File: src/design/sos_pkg.sv
`timescale 1ns / 1ps
package sos_pkg;

    localparam int NUM_ANGLES_DEF = 181;
    localparam int ANGLE_OFFSET   = 90;
    localparam int END_STEP       = 2;
    localparam int MAX_HALF       = 90;
    localparam logic [31:0] MIN_RESET    = 32'd9999;
    localparam logic [15:0] THRESH_RESET = 16'd800;

    localparam logic REG_THRESH = 1'b0;
    localparam logic REG_SWEEP  = 1'b1;

    localparam logic [31:0] TAN_Q16 [MAX_HALF + 1] = '{
        32'd0, 32'd1144, 32'd2289, 32'd3435, 32'd4583, 32'd5734, 32'd6888, 32'd8047,
        32'd9210, 32'd10380, 32'd11556, 32'd12739, 32'd13930, 32'd15130, 32'd16340,
        32'd17560, 32'd18792, 32'd20036, 32'd21294, 32'd22566, 32'd23853, 32'd25157,
        32'd26478, 32'd27818, 32'd29179, 32'd30560, 32'd31964, 32'd33392, 32'd34846,
        32'd36327, 32'd37837, 32'd39378, 32'd40951, 32'd42560, 32'd44205, 32'd45889,
        32'd47615, 32'd49385, 32'd51202, 32'd53070, 32'd54991, 32'd56970, 32'd59009,
        32'd61113, 32'd63287, 32'd65536, 32'd67865, 32'd70279, 32'd72785, 32'd75391,
        32'd78103, 32'd80930, 32'd83882, 32'd86969, 32'd90203, 32'd93595, 32'd97161,
        32'd100917, 32'd104880, 32'd109070, 32'd113512, 32'd118230, 32'd123255,
        32'd128622, 32'd134369, 32'd140542, 32'd147196, 32'd154393, 32'd162207,
        32'd170727, 32'd180059, 32'd190330, 32'd201699, 32'd214359, 32'd228551,
        32'd244584, 32'd262851, 32'd283868, 32'd308323, 32'd337153, 32'd371673,
        32'd413778, 32'd466313, 32'd533748, 32'd623533, 32'd749080, 32'd937208,
        32'd1250501, 32'd1876705, 32'd3754555, 32'hFFFFFFFF
    };

    typedef struct packed {
        logic func;
        logic close;
        logic fwd;
    } t_ctl;

endpackage

File: src/design/scan_object_segmenter.sv
`timescale 1ns / 1ps
// Scan object segmenter.
// Input channel (i_in_valid / o_in_ready) takes one transaction per scan sample
// or clear item; output channel (o_out_valid / i_out_ready) returns exactly one
// result transaction per input, in order. Registers ir_threshold (byte 0) and
// sweep_descending (byte 4) sit on the APB port, written with psel, penable and
// pwrite high; pready is always high. Write registers only while the block is idle.
// A result is registered in sos_track, in each sos_size stage, then in the output
// register. Throughput: one item per cycle while no stall or clearing pass holds
// input; the ping memory takes the sample write and the midpoint read on its
// write and read ports in the same cycle. Reset: the edge machine, count and
// minimum return to their initial values, and a clearing pass zeroes every ping
// memory entry in turn, during which o_in_ready stays low.
// Stall: each stage holds when the one after it is full and blocked; input is
// still taken while empty stages remain, and o_in_ready drops once all are full.
module scan_object_segmenter
    import sos_pkg::*;
#(
    parameter int NUM_ANGLES = NUM_ANGLES_DEF
) (
    input  logic               i_clk,
    input  logic               i_rst_n,
    input  logic               psel,
    input  logic               penable,
    input  logic               pwrite,
    input  logic [2:0]         paddr,
    input  logic [31:0]        pwdata,
    output logic [31:0]        prdata,
    output logic               pready,
    input  logic               i_in_valid,
    output logic               o_in_ready,
    input  logic               i_func,
    input  logic signed [7:0]  i_angle_deg,
    input  logic [15:0]        i_ir_dist,
    input  logic [15:0]        i_ping_dist,
    output logic               o_out_valid,
    input  logic               i_out_ready,
    output logic               o_object_found,
    output logic [7:0]         o_obj_start_index,
    output logic [7:0]         o_obj_end_index,
    output logic [15:0]        o_mid_distance,
    output logic [31:0]        o_obj_size,
    output logic [7:0]         o_obj_count,
    output logic [31:0]        o_min_size,
    output logic signed [7:0]  o_min_angle_deg
);

    localparam int IW = $clog2(NUM_ANGLES);

    logic [15:0]   r_thresh;
    logic          r_sweep;

    logic          w_s1_valid, w_s1_take;
    t_ctl          w_s1_ctl;
    logic [IW-1:0] w_s1_start, w_s1_end, w_s1_mid;
    logic [6:0]    w_s1_half;
    logic [15:0]   w_s1_ping, w_s1_rd;

    logic          w_s3_valid;
    t_ctl          w_s3_ctl;
    logic [IW-1:0] w_s3_start, w_s3_end, w_s3_mid;
    logic [15:0]   w_s3_mid_ping;
    logic [47:0]   w_s3_prod;

    logic          w_en4;
    logic [32:0]   w_size_raw;
    logic [31:0]   w_size;

    logic          r_out_valid;
    logic          r_found;
    logic [7:0]    r_start, r_end;
    logic [15:0]   r_mid_dist;
    logic [31:0]   r_size;
    logic [7:0]    r_count;
    logic [31:0]   r_min;
    logic [IW-1:0] r_min_idx;

    assign pready = 1'b1;
    assign prdata = (paddr[2] == REG_SWEEP) ? {31'd0, r_sweep} : {16'd0, r_thresh};

    always_ff @(posedge i_clk) begin
        if (!i_rst_n) begin
            r_thresh <= THRESH_RESET;
            r_sweep  <= 1'b0;
        end else if (psel && penable && pwrite && pready) begin
            case (paddr[2])
                REG_THRESH: r_thresh <= pwdata[15:0];
                REG_SWEEP:  r_sweep  <= pwdata[0];
                default:    r_sweep  <= r_sweep;
            endcase
        end
    end

    sos_track #(
        .NUM_ANGLES (NUM_ANGLES)
    ) u_track (
        .i_clk       (i_clk),
        .i_rst_n     (i_rst_n),
        .i_thresh    (r_thresh),
        .i_sweep     (r_sweep),
        .i_in_valid  (i_in_valid),
        .o_in_ready  (o_in_ready),
        .i_func      (i_func),
        .i_angle_deg (i_angle_deg),
        .i_ir_dist   (i_ir_dist),
        .i_ping_dist (i_ping_dist),
        .i_take      (w_s1_take),
        .o_valid     (w_s1_valid),
        .o_ctl       (w_s1_ctl),
        .o_start     (w_s1_start),
        .o_end       (w_s1_end),
        .o_mid       (w_s1_mid),
        .o_half      (w_s1_half),
        .o_ping      (w_s1_ping),
        .o_rd        (w_s1_rd)
    );

    sos_size #(
        .NUM_ANGLES (NUM_ANGLES)
    ) u_size (
        .i_clk      (i_clk),
        .i_rst_n    (i_rst_n),
        .i_valid    (w_s1_valid),
        .o_take_up  (w_s1_take),
        .i_ctl      (w_s1_ctl),
        .i_start    (w_s1_start),
        .i_end      (w_s1_end),
        .i_mid      (w_s1_mid),
        .i_half     (w_s1_half),
        .i_ping     (w_s1_ping),
        .i_rd       (w_s1_rd),
        .i_take     (w_en4),
        .o_valid    (w_s3_valid),
        .o_ctl      (w_s3_ctl),
        .o_start    (w_s3_start),
        .o_end      (w_s3_end),
        .o_mid      (w_s3_mid),
        .o_mid_ping (w_s3_mid_ping),
        .o_prod     (w_s3_prod)
    );

    assign w_en4      = !r_out_valid || i_out_ready;
    assign w_size_raw = w_s3_prod[47:15];
    assign w_size     = w_size_raw[32] ? 32'hFFFFFFFF : w_size_raw[31:0];

    always_ff @(posedge i_clk) begin
        if (!i_rst_n) begin
            r_out_valid <= 1'b0;
            r_count     <= 8'd0;
            r_min       <= MIN_RESET;
            r_min_idx   <= '0;
        end else if (w_en4) begin
            r_out_valid <= w_s3_valid;
            if (w_s3_valid) begin
                r_found    <= w_s3_ctl.close;
                r_start    <= w_s3_ctl.close ? 8'(w_s3_start) : 8'd0;
                r_end      <= w_s3_ctl.close ? 8'(w_s3_end) : 8'd0;
                r_mid_dist <= w_s3_ctl.close ? w_s3_mid_ping : 16'd0;
                r_size     <= w_s3_ctl.close ? w_size : 32'd0;
                if (w_s3_ctl.func) begin
                    r_count   <= 8'd0;
                    r_min     <= MIN_RESET;
                    r_min_idx <= '0;
                end else if (w_s3_ctl.close) begin
                    if (r_count != 8'hFF) begin
                        r_count <= r_count + 8'd1;
                    end
                    if (w_size < r_min) begin
                        r_min     <= w_size;
                        r_min_idx <= w_s3_mid;
                    end
                end
            end
        end
    end

    assign o_out_valid       = r_out_valid;
    assign o_object_found    = r_found;
    assign o_obj_start_index = r_start;
    assign o_obj_end_index   = r_end;
    assign o_mid_distance    = r_mid_dist;
    assign o_obj_size        = r_size;
    assign o_obj_count       = r_count;
    assign o_min_size        = r_min;
    assign o_min_angle_deg   = 8'(r_min_idx) - 8'(ANGLE_OFFSET);

`ifndef NO_ASSERTIONS
    a_found_has_count: assert property (@(posedge i_clk) disable iff (!i_rst_n)
        (o_out_valid && o_object_found) |-> (o_obj_count != 8'd0))
        else $error("object reported with zero count");

    a_min_bounded: assert property (@(posedge i_clk) disable iff (!i_rst_n)
        r_min <= MIN_RESET)
        else $error("minimum size above its initial value");

    a_no_found_no_size: assert property (@(posedge i_clk) disable iff (!i_rst_n)
        (o_out_valid && !o_object_found) |-> (o_obj_size == 32'd0))
        else $error("size reported without an object");
`endif

endmodule

File: src/design/sos_track.sv
`timescale 1ns / 1ps
module sos_track
    import sos_pkg::*;
#(
    parameter int NUM_ANGLES = NUM_ANGLES_DEF
) (
    input  logic                          i_clk,
    input  logic                          i_rst_n,
    input  logic [15:0]                   i_thresh,
    input  logic                          i_sweep,
    input  logic                          i_in_valid,
    output logic                          o_in_ready,
    input  logic                          i_func,
    input  logic signed [7:0]             i_angle_deg,
    input  logic [15:0]                   i_ir_dist,
    input  logic [15:0]                   i_ping_dist,
    input  logic                          i_take,
    output logic                          o_valid,
    output t_ctl                          o_ctl,
    output logic [$clog2(NUM_ANGLES)-1:0] o_start,
    output logic [$clog2(NUM_ANGLES)-1:0] o_end,
    output logic [$clog2(NUM_ANGLES)-1:0] o_mid,
    output logic [6:0]                    o_half,
    output logic [15:0]                   o_ping,
    output logic [15:0]                   o_rd
);

    localparam int IW = $clog2(NUM_ANGLES);
    localparam logic signed [10:0] LAST = 11'(NUM_ANGLES - 1);

    typedef enum logic [1:0] {
        E_NONE,
        E_FRONT,
        E_INSIDE,
        E_BACK
    } t_edge;

    t_edge            r_state, n_state;
    logic [IW-1:0]    r_open, n_open;
    logic             r_busy;
    logic [IW-1:0]    r_clr_addr;
    logic             r_valid;
    t_ctl             r_ctl;
    logic [IW-1:0]    r_start, r_end, r_mid;
    logic [6:0]       r_half;
    logic [15:0]      r_ping;
    logic [15:0]      r_rd;
    logic [15:0]      r_mem [NUM_ANGLES];

    logic             w_en;
    logic             w_accept;
    logic             w_below, w_above;
    logic             w_close;
    logic signed [10:0] w_ang_sum, w_end_sum;
    logic [IW-1:0]    w_idx, w_end, w_width, w_mid_raw, w_mid;
    logic [IW:0]      w_mid_sum;
    logic [9:0]       w_half_w;
    logic [6:0]       w_half;
    logic             w_we;
    logic [IW-1:0]    w_wa;
    logic [15:0]      w_wd;

    function automatic logic [IW-1:0] clamp(input logic signed [10:0] v);
        logic [IW-1:0] r;
        if (v < 11'sd0) begin
            r = '0;
        end else if (v > LAST) begin
            r = IW'(NUM_ANGLES - 1);
        end else begin
            r = v[IW-1:0];
        end
        return r;
    endfunction

    assign w_en       = !r_valid || i_take;
    assign o_in_ready = w_en && !r_busy;
    assign w_accept   = i_in_valid && o_in_ready;

    always_comb begin
        w_below   = i_ir_dist < i_thresh;
        w_above   = i_ir_dist > i_thresh;
        w_ang_sum = {{3{i_angle_deg[7]}}, i_angle_deg} + 11'(ANGLE_OFFSET);
        w_idx     = clamp(w_ang_sum);
        w_end_sum = i_sweep ? 11'({1'b0, w_idx}) + 11'(END_STEP)
                            : 11'({1'b0, w_idx}) - 11'(END_STEP);
        w_end     = clamp(w_end_sum);
        w_width   = (w_end >= r_open) ? w_end - r_open : '0;
        w_half_w  = 10'(w_width >> 1);
        w_half    = (w_half_w > 10'(MAX_HALF)) ? 7'(MAX_HALF) : 7'(w_half_w);
        w_mid_sum = {1'b0, r_open} + {1'b0, w_end};
        w_mid_raw = w_mid_sum[IW:1] & ~IW'(1);
        w_mid     = (w_mid_raw > IW'(NUM_ANGLES - 1)) ? IW'(NUM_ANGLES - 1) : w_mid_raw;
        w_close   = !i_func && (r_state == E_BACK) && w_above;
    end

    always_comb begin
        n_state = r_state;
        n_open  = r_open;
        if (w_accept && !i_func) begin
            case (r_state)
                E_NONE: begin
                    if (w_below) begin
                        n_state = E_FRONT;
                        n_open  = w_idx;
                    end
                end
                E_FRONT: begin
                    n_state = w_below ? E_INSIDE : E_NONE;
                end
                E_INSIDE: begin
                    if (w_above) begin
                        n_state = E_BACK;
                    end
                end
                E_BACK: begin
                    n_state = w_above ? E_NONE : E_INSIDE;
                end
                default: begin
                    n_state = E_NONE;
                end
            endcase
        end
    end

    always_comb begin
        w_we = r_busy || (w_accept && !i_func);
        w_wa = r_busy ? r_clr_addr : w_idx;
        w_wd = r_busy ? 16'd0 : i_ping_dist;
    end

    always_ff @(posedge i_clk) begin
        if (w_we) begin
            r_mem[w_wa] <= w_wd;
        end
        if (w_en) begin
            r_rd <= r_mem[w_mid];
        end
    end

    always_ff @(posedge i_clk) begin
        if (!i_rst_n) begin
            r_state    <= E_NONE;
            r_open     <= '0;
            r_busy     <= 1'b1;
            r_clr_addr <= '0;
            r_valid    <= 1'b0;
        end else begin
            r_state <= n_state;
            r_open  <= n_open;
            if (r_busy) begin
                if (r_clr_addr == IW'(NUM_ANGLES - 1)) begin
                    r_busy <= 1'b0;
                end else begin
                    r_clr_addr <= r_clr_addr + IW'(1);
                end
            end
            if (w_en) begin
                r_valid   <= w_accept;
                r_ctl     <= '{func: i_func, close: w_close, fwd: (w_mid == w_idx)};
                r_start   <= r_open;
                r_end     <= w_end;
                r_mid     <= w_mid;
                r_half    <= w_half;
                r_ping    <= i_ping_dist;
            end
        end
    end

    assign o_valid = r_valid;
    assign o_ctl   = r_ctl;
    assign o_start = r_start;
    assign o_end   = r_end;
    assign o_mid   = r_mid;
    assign o_half  = r_half;
    assign o_ping  = r_ping;
    assign o_rd    = r_rd;

`ifndef NO_ASSERTIONS
    a_close_resets_edge: assert property (@(posedge i_clk) disable iff (!i_rst_n)
        (w_accept && w_close) |=> (r_state == E_NONE))
        else $error("edge machine not back to none after close");

    a_clear_pass_length: assert property (@(posedge i_clk) disable iff (!i_rst_n)
        $fell(r_busy) |-> ($past(r_clr_addr) == IW'(NUM_ANGLES - 1)))
        else $error("clearing pass ended early");
`endif

endmodule

File: src/design/sos_size.sv
`timescale 1ns / 1ps
module sos_size
    import sos_pkg::*;
#(
    parameter int NUM_ANGLES = NUM_ANGLES_DEF
) (
    input  logic                          i_clk,
    input  logic                          i_rst_n,
    input  logic                          i_valid,
    output logic                          o_take_up,
    input  t_ctl                          i_ctl,
    input  logic [$clog2(NUM_ANGLES)-1:0] i_start,
    input  logic [$clog2(NUM_ANGLES)-1:0] i_end,
    input  logic [$clog2(NUM_ANGLES)-1:0] i_mid,
    input  logic [6:0]                    i_half,
    input  logic [15:0]                   i_ping,
    input  logic [15:0]                   i_rd,
    input  logic                          i_take,
    output logic                          o_valid,
    output t_ctl                          o_ctl,
    output logic [$clog2(NUM_ANGLES)-1:0] o_start,
    output logic [$clog2(NUM_ANGLES)-1:0] o_end,
    output logic [$clog2(NUM_ANGLES)-1:0] o_mid,
    output logic [15:0]                   o_mid_ping,
    output logic [47:0]                   o_prod
);

    localparam int IW = $clog2(NUM_ANGLES);

    logic          r_v2, r_v3;
    t_ctl          r_ctl2, r_ctl3;
    logic [IW-1:0] r_start2, r_end2, r_mid2;
    logic [IW-1:0] r_start3, r_end3, r_mid3;
    logic [15:0]   r_ping2, r_ping3;
    logic [31:0]   r_tan2;
    logic [47:0]   r_prod3;
    logic          w_en2, w_en3;

    assign w_en3     = !r_v3 || i_take;
    assign w_en2     = !r_v2 || w_en3;
    assign o_take_up = w_en2;

    always_ff @(posedge i_clk) begin
        if (!i_rst_n) begin
            r_v2 <= 1'b0;
            r_v3 <= 1'b0;
        end else begin
            if (w_en2) begin
                r_v2     <= i_valid;
                r_ctl2   <= i_ctl;
                r_start2 <= i_start;
                r_end2   <= i_end;
                r_mid2   <= i_mid;
                r_ping2  <= i_ctl.fwd ? i_ping : i_rd;
                r_tan2   <= TAN_Q16[i_half];
            end
            if (w_en3) begin
                r_v3     <= r_v2;
                r_ctl3   <= r_ctl2;
                r_start3 <= r_start2;
                r_end3   <= r_end2;
                r_mid3   <= r_mid2;
                r_ping3  <= r_ping2;
                r_prod3  <= 48'(r_ping2) * 48'(r_tan2);
            end
        end
    end

    assign o_valid    = r_v3;
    assign o_ctl      = r_ctl3;
    assign o_start    = r_start3;
    assign o_end      = r_end3;
    assign o_mid      = r_mid3;
    assign o_mid_ping = r_ping3;
    assign o_prod     = r_prod3;

endmodule
File: config.mk
export PLATFORM = sky130hd
export DESIGN_NAME = scan_object_segmenter
export DESIGN_NICKNAME = d
export VERILOG_FILES = /design/src/design/sos_pkg.sv /design/src/design/scan_object_segmenter.sv /design/src/design/sos_track.sv /design/src/design/sos_size.sv
export SDC_FILE = /design/constraint.sdc
export NUM_CORES = 2
export LEC_CHECK = 0
export ABC_AREA = 1
export ABC_CLOCK_PERIOD_IN_PS = 6500
export BUFFER_PORTS_ARGS = -buffer_cell sky130_fd_sc_hd__buf_2
export CORE_MARGIN = 1.5
export CORE_UTILIZATION = 25
export CTS_CLUSTER_SIZE = 10
export DETAILED_ROUTE_END_ITERATION = 10
export GPL_TIMING_DRIVEN = 0
export HOLD_SLACK_MARGIN = 0.06
export MAX_ROUTING_LAYER = met4
export PLACE_DENSITY_LB_ADDON = 0.05
export SYNTH_ARGS = -nofsm -noshare
export SYNTH_HDL_FRONTEND = slang
export SYNTH_HIERARCHICAL = 1
export SYNTH_SLANG_ARGS = --single-unit
File: constraint.sdc
create_clock -name i_clk -period 6.5 [get_ports i_clk]
set_input_delay 0.975 -clock i_clk [delete_from_list [all_inputs] [get_ports i_clk]]
set_output_delay 0.975 -clock i_clk [all_outputs]
set_load 0.1 [all_outputs]
[Word-level counts from Yosys, hierarchy flattened]
Memory sizes are Yosys's and may differ from the RTL's. A register that Yosys moved wholly into a read port is not among the register bits.
Cells that the tools add are included.
Storage, ports and cells
  bits in latches: 0
  flip-flop bits (word level): 335
  memories kept: 2
  input port bits: 83
  bits in read-only memories: 4096
  RAM bits: 2896
Operators by class
  bitwise operators: 3
  $add $sub $neg: 8
  divide/modulo/power cells: 0
  eq/ne operators: 8
  mux-type cells: 30
  shifts and indexed selects: 0
  $lt $le $gt $ge: 10
  reduce and logical (&&, ||, !) cells: 33
  $mul: 1
Memory list
  (no name shown): words 128, width 32, read ports 1, clocked after Yosys merged registers in 1, write ports 0, RTL line sos_size.sv:55  | r_tan2 <= TAN_Q16[i_half];
  u_track.r_mem: words 181, width 16, read ports 1, clocked after Yosys merged registers in 1, write ports 1, RTL line sos_track.sv:48  | logic [15:0] r_mem [NUM_ANGLES];
Operator list (number)
  two-way mux 32 bit: 4
  two-way mux 8 bit: 13
  multiplier 16 x 32 -> 48 bit: 1
  two-way mux 16 bit: 3
  less-than comparator 32 bit: 1
  > comparator 11 x 9 -> 1 bit (second input constant): 2
  less-than comparator 11 x 1 -> 1 bit (second input constant): 2
  adder 8 x 1 -> 8 bit (second input constant): 2
  > comparator 16 bit: 1
  less-than comparator 16 bit: 1
  AND reduction 2 bit: 6
  two-way mux 11 bit: 1
  adder 8 x 2 -> 9 bit (second input constant): 1
  adder 8 x 8 -> 9 bit: 1
  adder 8 x 8 -> 9 bit (second input constant): 1
  AND reduction 3 bit: 3
  subtractor 8 x 2 -> 9 bit (second input constant): 1
  == test 8 bit: 1
  == test 8 bit (second input constant): 1
  greater-or-equal comparator 8 bit: 1
  > comparator 8 bit (second input constant): 1
  two-way mux 2 bit: 4
  inequality test 8 bit (second input constant): 1
  inverter 7 -> 8 bit: 1
  other kinds (15): 39

[Depth between registers and ports, before layout]
  depth after elaboration: 13
  depth in mapped cells: 52

[By module]
Netlist, hierarchy kept.
By module, submodules not included
  sos_track: area an instance 65231.3 um^2, cells each 5855, times used 1
  sos_size: area an instance 22972.0 um^2, cells each 2857, times used 1
  scan_object_segmenter: area an instance 6376.1 um^2, cells each 750, times used 1

[Worst setup path after synthesis]
Ideal clock, no wire load.
  path type: in2reg
  from: input i_out_ready
  to: memory u_track.r_mem[170][0] (enable)
  path slack: 0.703 ns
  stages on the path: 12
  required time: 6.070 ns
  data arrival time: 5.367 ns
  path buffers: 0
  setup time: 0.430 ns
  cell sequence: inv_2 > nand2_2 > nor2_1 > nand2_1 > inv_1 > a21oi_1 > nand2_1 > nor2_1 > nor2_1 > nor3_1 > nand2_1 > nor4_1
Between the ends
  word-level cells in the longest chain between the ends: 10
RTL lines
  start: declaration: RTL line scan_object_segmenter.sv:37  | input logic i_out_ready,
  logical OR 1 bit: RTL line scan_object_segmenter.sv:142  | assign w_en4 = !r_out_valid || i_out_ready;
  named net w_en4: RTL line scan_object_segmenter.sv:65  | logic w_en4;
  logical OR 1 bit: RTL line sos_size.sv:39  | assign w_en3 = !r_v3 || i_take;
  logical OR 1 bit: RTL line sos_size.sv:40  | assign w_en2 = !r_v2 || w_en3;
  named net w_s1_take: RTL line scan_object_segmenter.sv:53  | logic w_s1_valid, w_s1_take;
  logical OR 1 bit: RTL line sos_track.sv:75  | assign w_en = !r_valid || i_take;
  logical AND 1 bit: RTL line sos_track.sv:76  | assign o_in_ready = w_en && !r_busy;
  named net o_in_ready: RTL line scan_object_segmenter.sv:31  | output logic o_in_ready,
  logical AND 1 bit: RTL line sos_track.sv:77  | assign w_accept = i_in_valid && o_in_ready;
  logical AND 1 bit: RTL line sos_track.sv:126  | w_we = r_busy || (w_accept && !i_func);
  logical OR 1 bit: RTL line sos_track.sv:126
  two-way mux 1 bit: RTL line sos_track.sv:132  | if (w_we) begin
  two-way mux 1 bit (not written as such): RTL line sos_track.sv:133  | r_mem[w_wa] <= w_wd;
  end: declaration: RTL line sos_track.sv:48
The timed path passes the listed nets, and every way through them passes these cells.

[Worst setup path in the final report]
  from: register u_size.r_ping2[13]
  to: register u_size.r_prod3[29], in the netlist u_size/o_prod[29] (data pin)
Between the ends
  word-level cells in the longest chain between the ends: 1
RTL lines
  start: declaration: RTL line sos_size.sv:34  | logic [15:0] r_ping2, r_ping3;
  start signal: assignment: RTL line sos_size.sv:54  | r_ping2 <= i_ctl.fwd ? i_ping : i_rd;
  multiplier 16 x 32 -> 48 bit: RTL line sos_size.sv:64  | r_prod3 <= 48'(r_ping2) * 48'(r_tan2);
  end signal: assignment: RTL line sos_size.sv:64
  end: declaration: RTL line sos_size.sv:36  | logic [47:0] r_prod3;
No other way between the ends.
A chain may end at the register's enable or synchronous reset.

==> flow_summary.toml <==
[floorplanning]
coreArea_um2 = 373000
rows = 224
die_w_um = 616
die_height_um = 616
start_util = 0.252
dieArea_um2 = 380000
ioPinCount = 231

[setup_path]
r2r_setup_slack_ns = 0.24
critPathTopFamily = "adder cells"
arrival_ns = 6.91
path_depth = 20
path_class = "reg2reg"
slowest_delay_ns = 0.65
crit_required_ns = 7.14
crit_path_end_kind = "flip-flop"
rr_worst_depth = 20
cp_common_cell = "fa_1"
crit_fanout = 10
cp-start-kind = "flip-flop"
cp_num_buf_inv = 5
path_cells = "buf_4 > clkbuf_4 > nand2_1 > inv_1 > fa_1 > fa_1 > fa_1 > fa_1 > fa_1 > inv_1 > fa_2 > inv_1 > ha_2 > nand2_1 > nor2_2 > nand2_1 > nor2_1 > nand2_1 > nand3_1 > xor2_1"
slowest_stage = "fa_2"

[final_layout]
area_delta_synth_final_pct = 22.2
final_nets = 10800
utilization = 0.308
layout_common_cells = "nand2_1 (2,874), edfxtp_1 (1,726), inv_1 (1,045)"
drive_gt1_frac = 0.158
final_common_cell = "nand2_1"
fillCellCount = 39100

[sta]
fin_crit_sh = 0.964
hold_viol = 0
fmax_mhz = 160
skew_ns = 0.0871
slew-limit-headroom = 0.0424
worst_slew_pin_slew_ns = 1.43
finalCriticalPeriod_ns = 6.26
setup_viol = 0
rsz0062_at_grt = "true"
slew_violations = 0

[clock_network]
clock-sinks = 1814
cts_made_buffers = 224
clk_latency_ns = 0.94
cts.reportedPaths.clkPinSlew_ns = 0.07
cts_buffer_depth = 4
tritoncts = "done"
cts_max_level = 4
ctsHoldBuffers = 0
cts-root-buf = "clkbuf_16"

[routing]
wl_um = 407000
antenna_left = 0
drt_iter0_markers = 5045
avgViaCountPerCell = 4.56
post_drt_wl_per_cell_um = 26.7
drc = 0
vias = 69400
dr.pass1.iters = 6

[synthesis]
syn_area_per_cell_um2 = 9.96
syn_inst = 9433
ys.warnings.count = 6
synth_area_um2 = 94000

[placement]
io_buffers = 194
routabilityCongestion = 0.905
hpwl_um = 305000

[global_route]
grt_pass1_vias = 70900
grt_use_total = 0.216
grt_start_max_net_pins = 52
gr-total-overflow = 0
grt_pass1_wl_um = 564000
grt_antenna_before_repair = 18

[job]
drv_cap = 0

[hold_path]
min_path_type = "in2reg"
holdPathStages = 1

[status]
outcome = "complete, no violations"
worst register-to-register path, cell delays in order (launching register included):
cell      delay (ns)
edfxtp_1        0.43
buf_4           0.19
clkbuf_4        0.23
nand2_1         0.10
inv_1           0.05
fa_1            0.52
fa_1            0.53
fa_1            0.54
fa_1            0.57
fa_1            0.57
inv_1           0.06
fa_2            0.65
inv_1           0.07
ha_2            0.39
nand2_1         0.13
nor2_2          0.20
nand2_1         0.12
nor2_1          0.19
nand2_1         0.08
nand3_1         0.09
xor2_1          0.31
worst paths after layout:
kind,endpoint,from
min,u_track/o_ping[9],i_ping_dist[9]
max,u_size/o_prod[29],u_size/r_ping2[13]
max reg2reg,u_size/o_prod[29],u_size/r_ping2[13]
min reg2reg,u_size/r_mid2[5],u_track/o_mid[5]
per-stage QoR:
step | setup TNS, ns | hold slack, ns | instance area [um^2] | cells | worst slack, ns
after floorplan | 0 | 0.400 | 94000 | 9448 | 0.703
after global placement | -7013.25 | 0.403 | 101000 | 14600 | -5.13
after detailed placement | -85.94 | 0.405 | 105000 | 14800 | -3.07
after CTS | -0.0250 | 0.219 | 113000 | 15200 | -0.0250
after global routing | -0.111 | 0.254 | 115000 | 15200 | -0.0300
final | 0 | 0.308 | 115000 | 15200 | 0.237
sequential cells by signal (all words and copies together) (netlist names), 23 cells and up:
name and flops:
o_min_size 32, u_size/r_tan2 23, o_obj_size 32, u_size/o_prod 33, u_track/r_mem 1456
cell type report:
cell class | instances | area, um^2 | share of cell area
flip-flops and latches | 1814 | 53600 | 0.467
multi-input cells | 6044 | 35800 | 0.312
well taps | 4972 | 6220 | 0.0542
clock buffers | 298 | 5990 | 0.0521
repair buffers | 449 | 5010 | 0.0436
inverters | 1080 | 4080 | 0.0355
plain buffers | 484 | 3660 | 0.0319
clock inverters | 65 | 463 | 0.00403
diodes | 6 | 15.0 | 0.000131
metal layers:
metal,vias to the layer above,share of wire,track usage
li1,32400,-,-
met3,471,0.036,0.0198
met5,-,0,-
met2,1506,0.51,0.386
met4,0,0.031,0.0570
met1,35000,0.42,0.261
what timing repair did:
| item | in CTS | in global routing |
|---|---|---|
| gates cloned | 1 | 5 |
| hold endpoints to repair | 0 | 0 |
| endpoints found under the setup margin | 61 | 46 |
| pin swaps | 25 | 54 |
| buffers inserted | 62 | 24 |
| gates resized for setup | 505 | 379 |
Power is left out: the tool's default activity adds up to more than one toggle a clock period on the data nets, which glitch-free logic cannot reach.
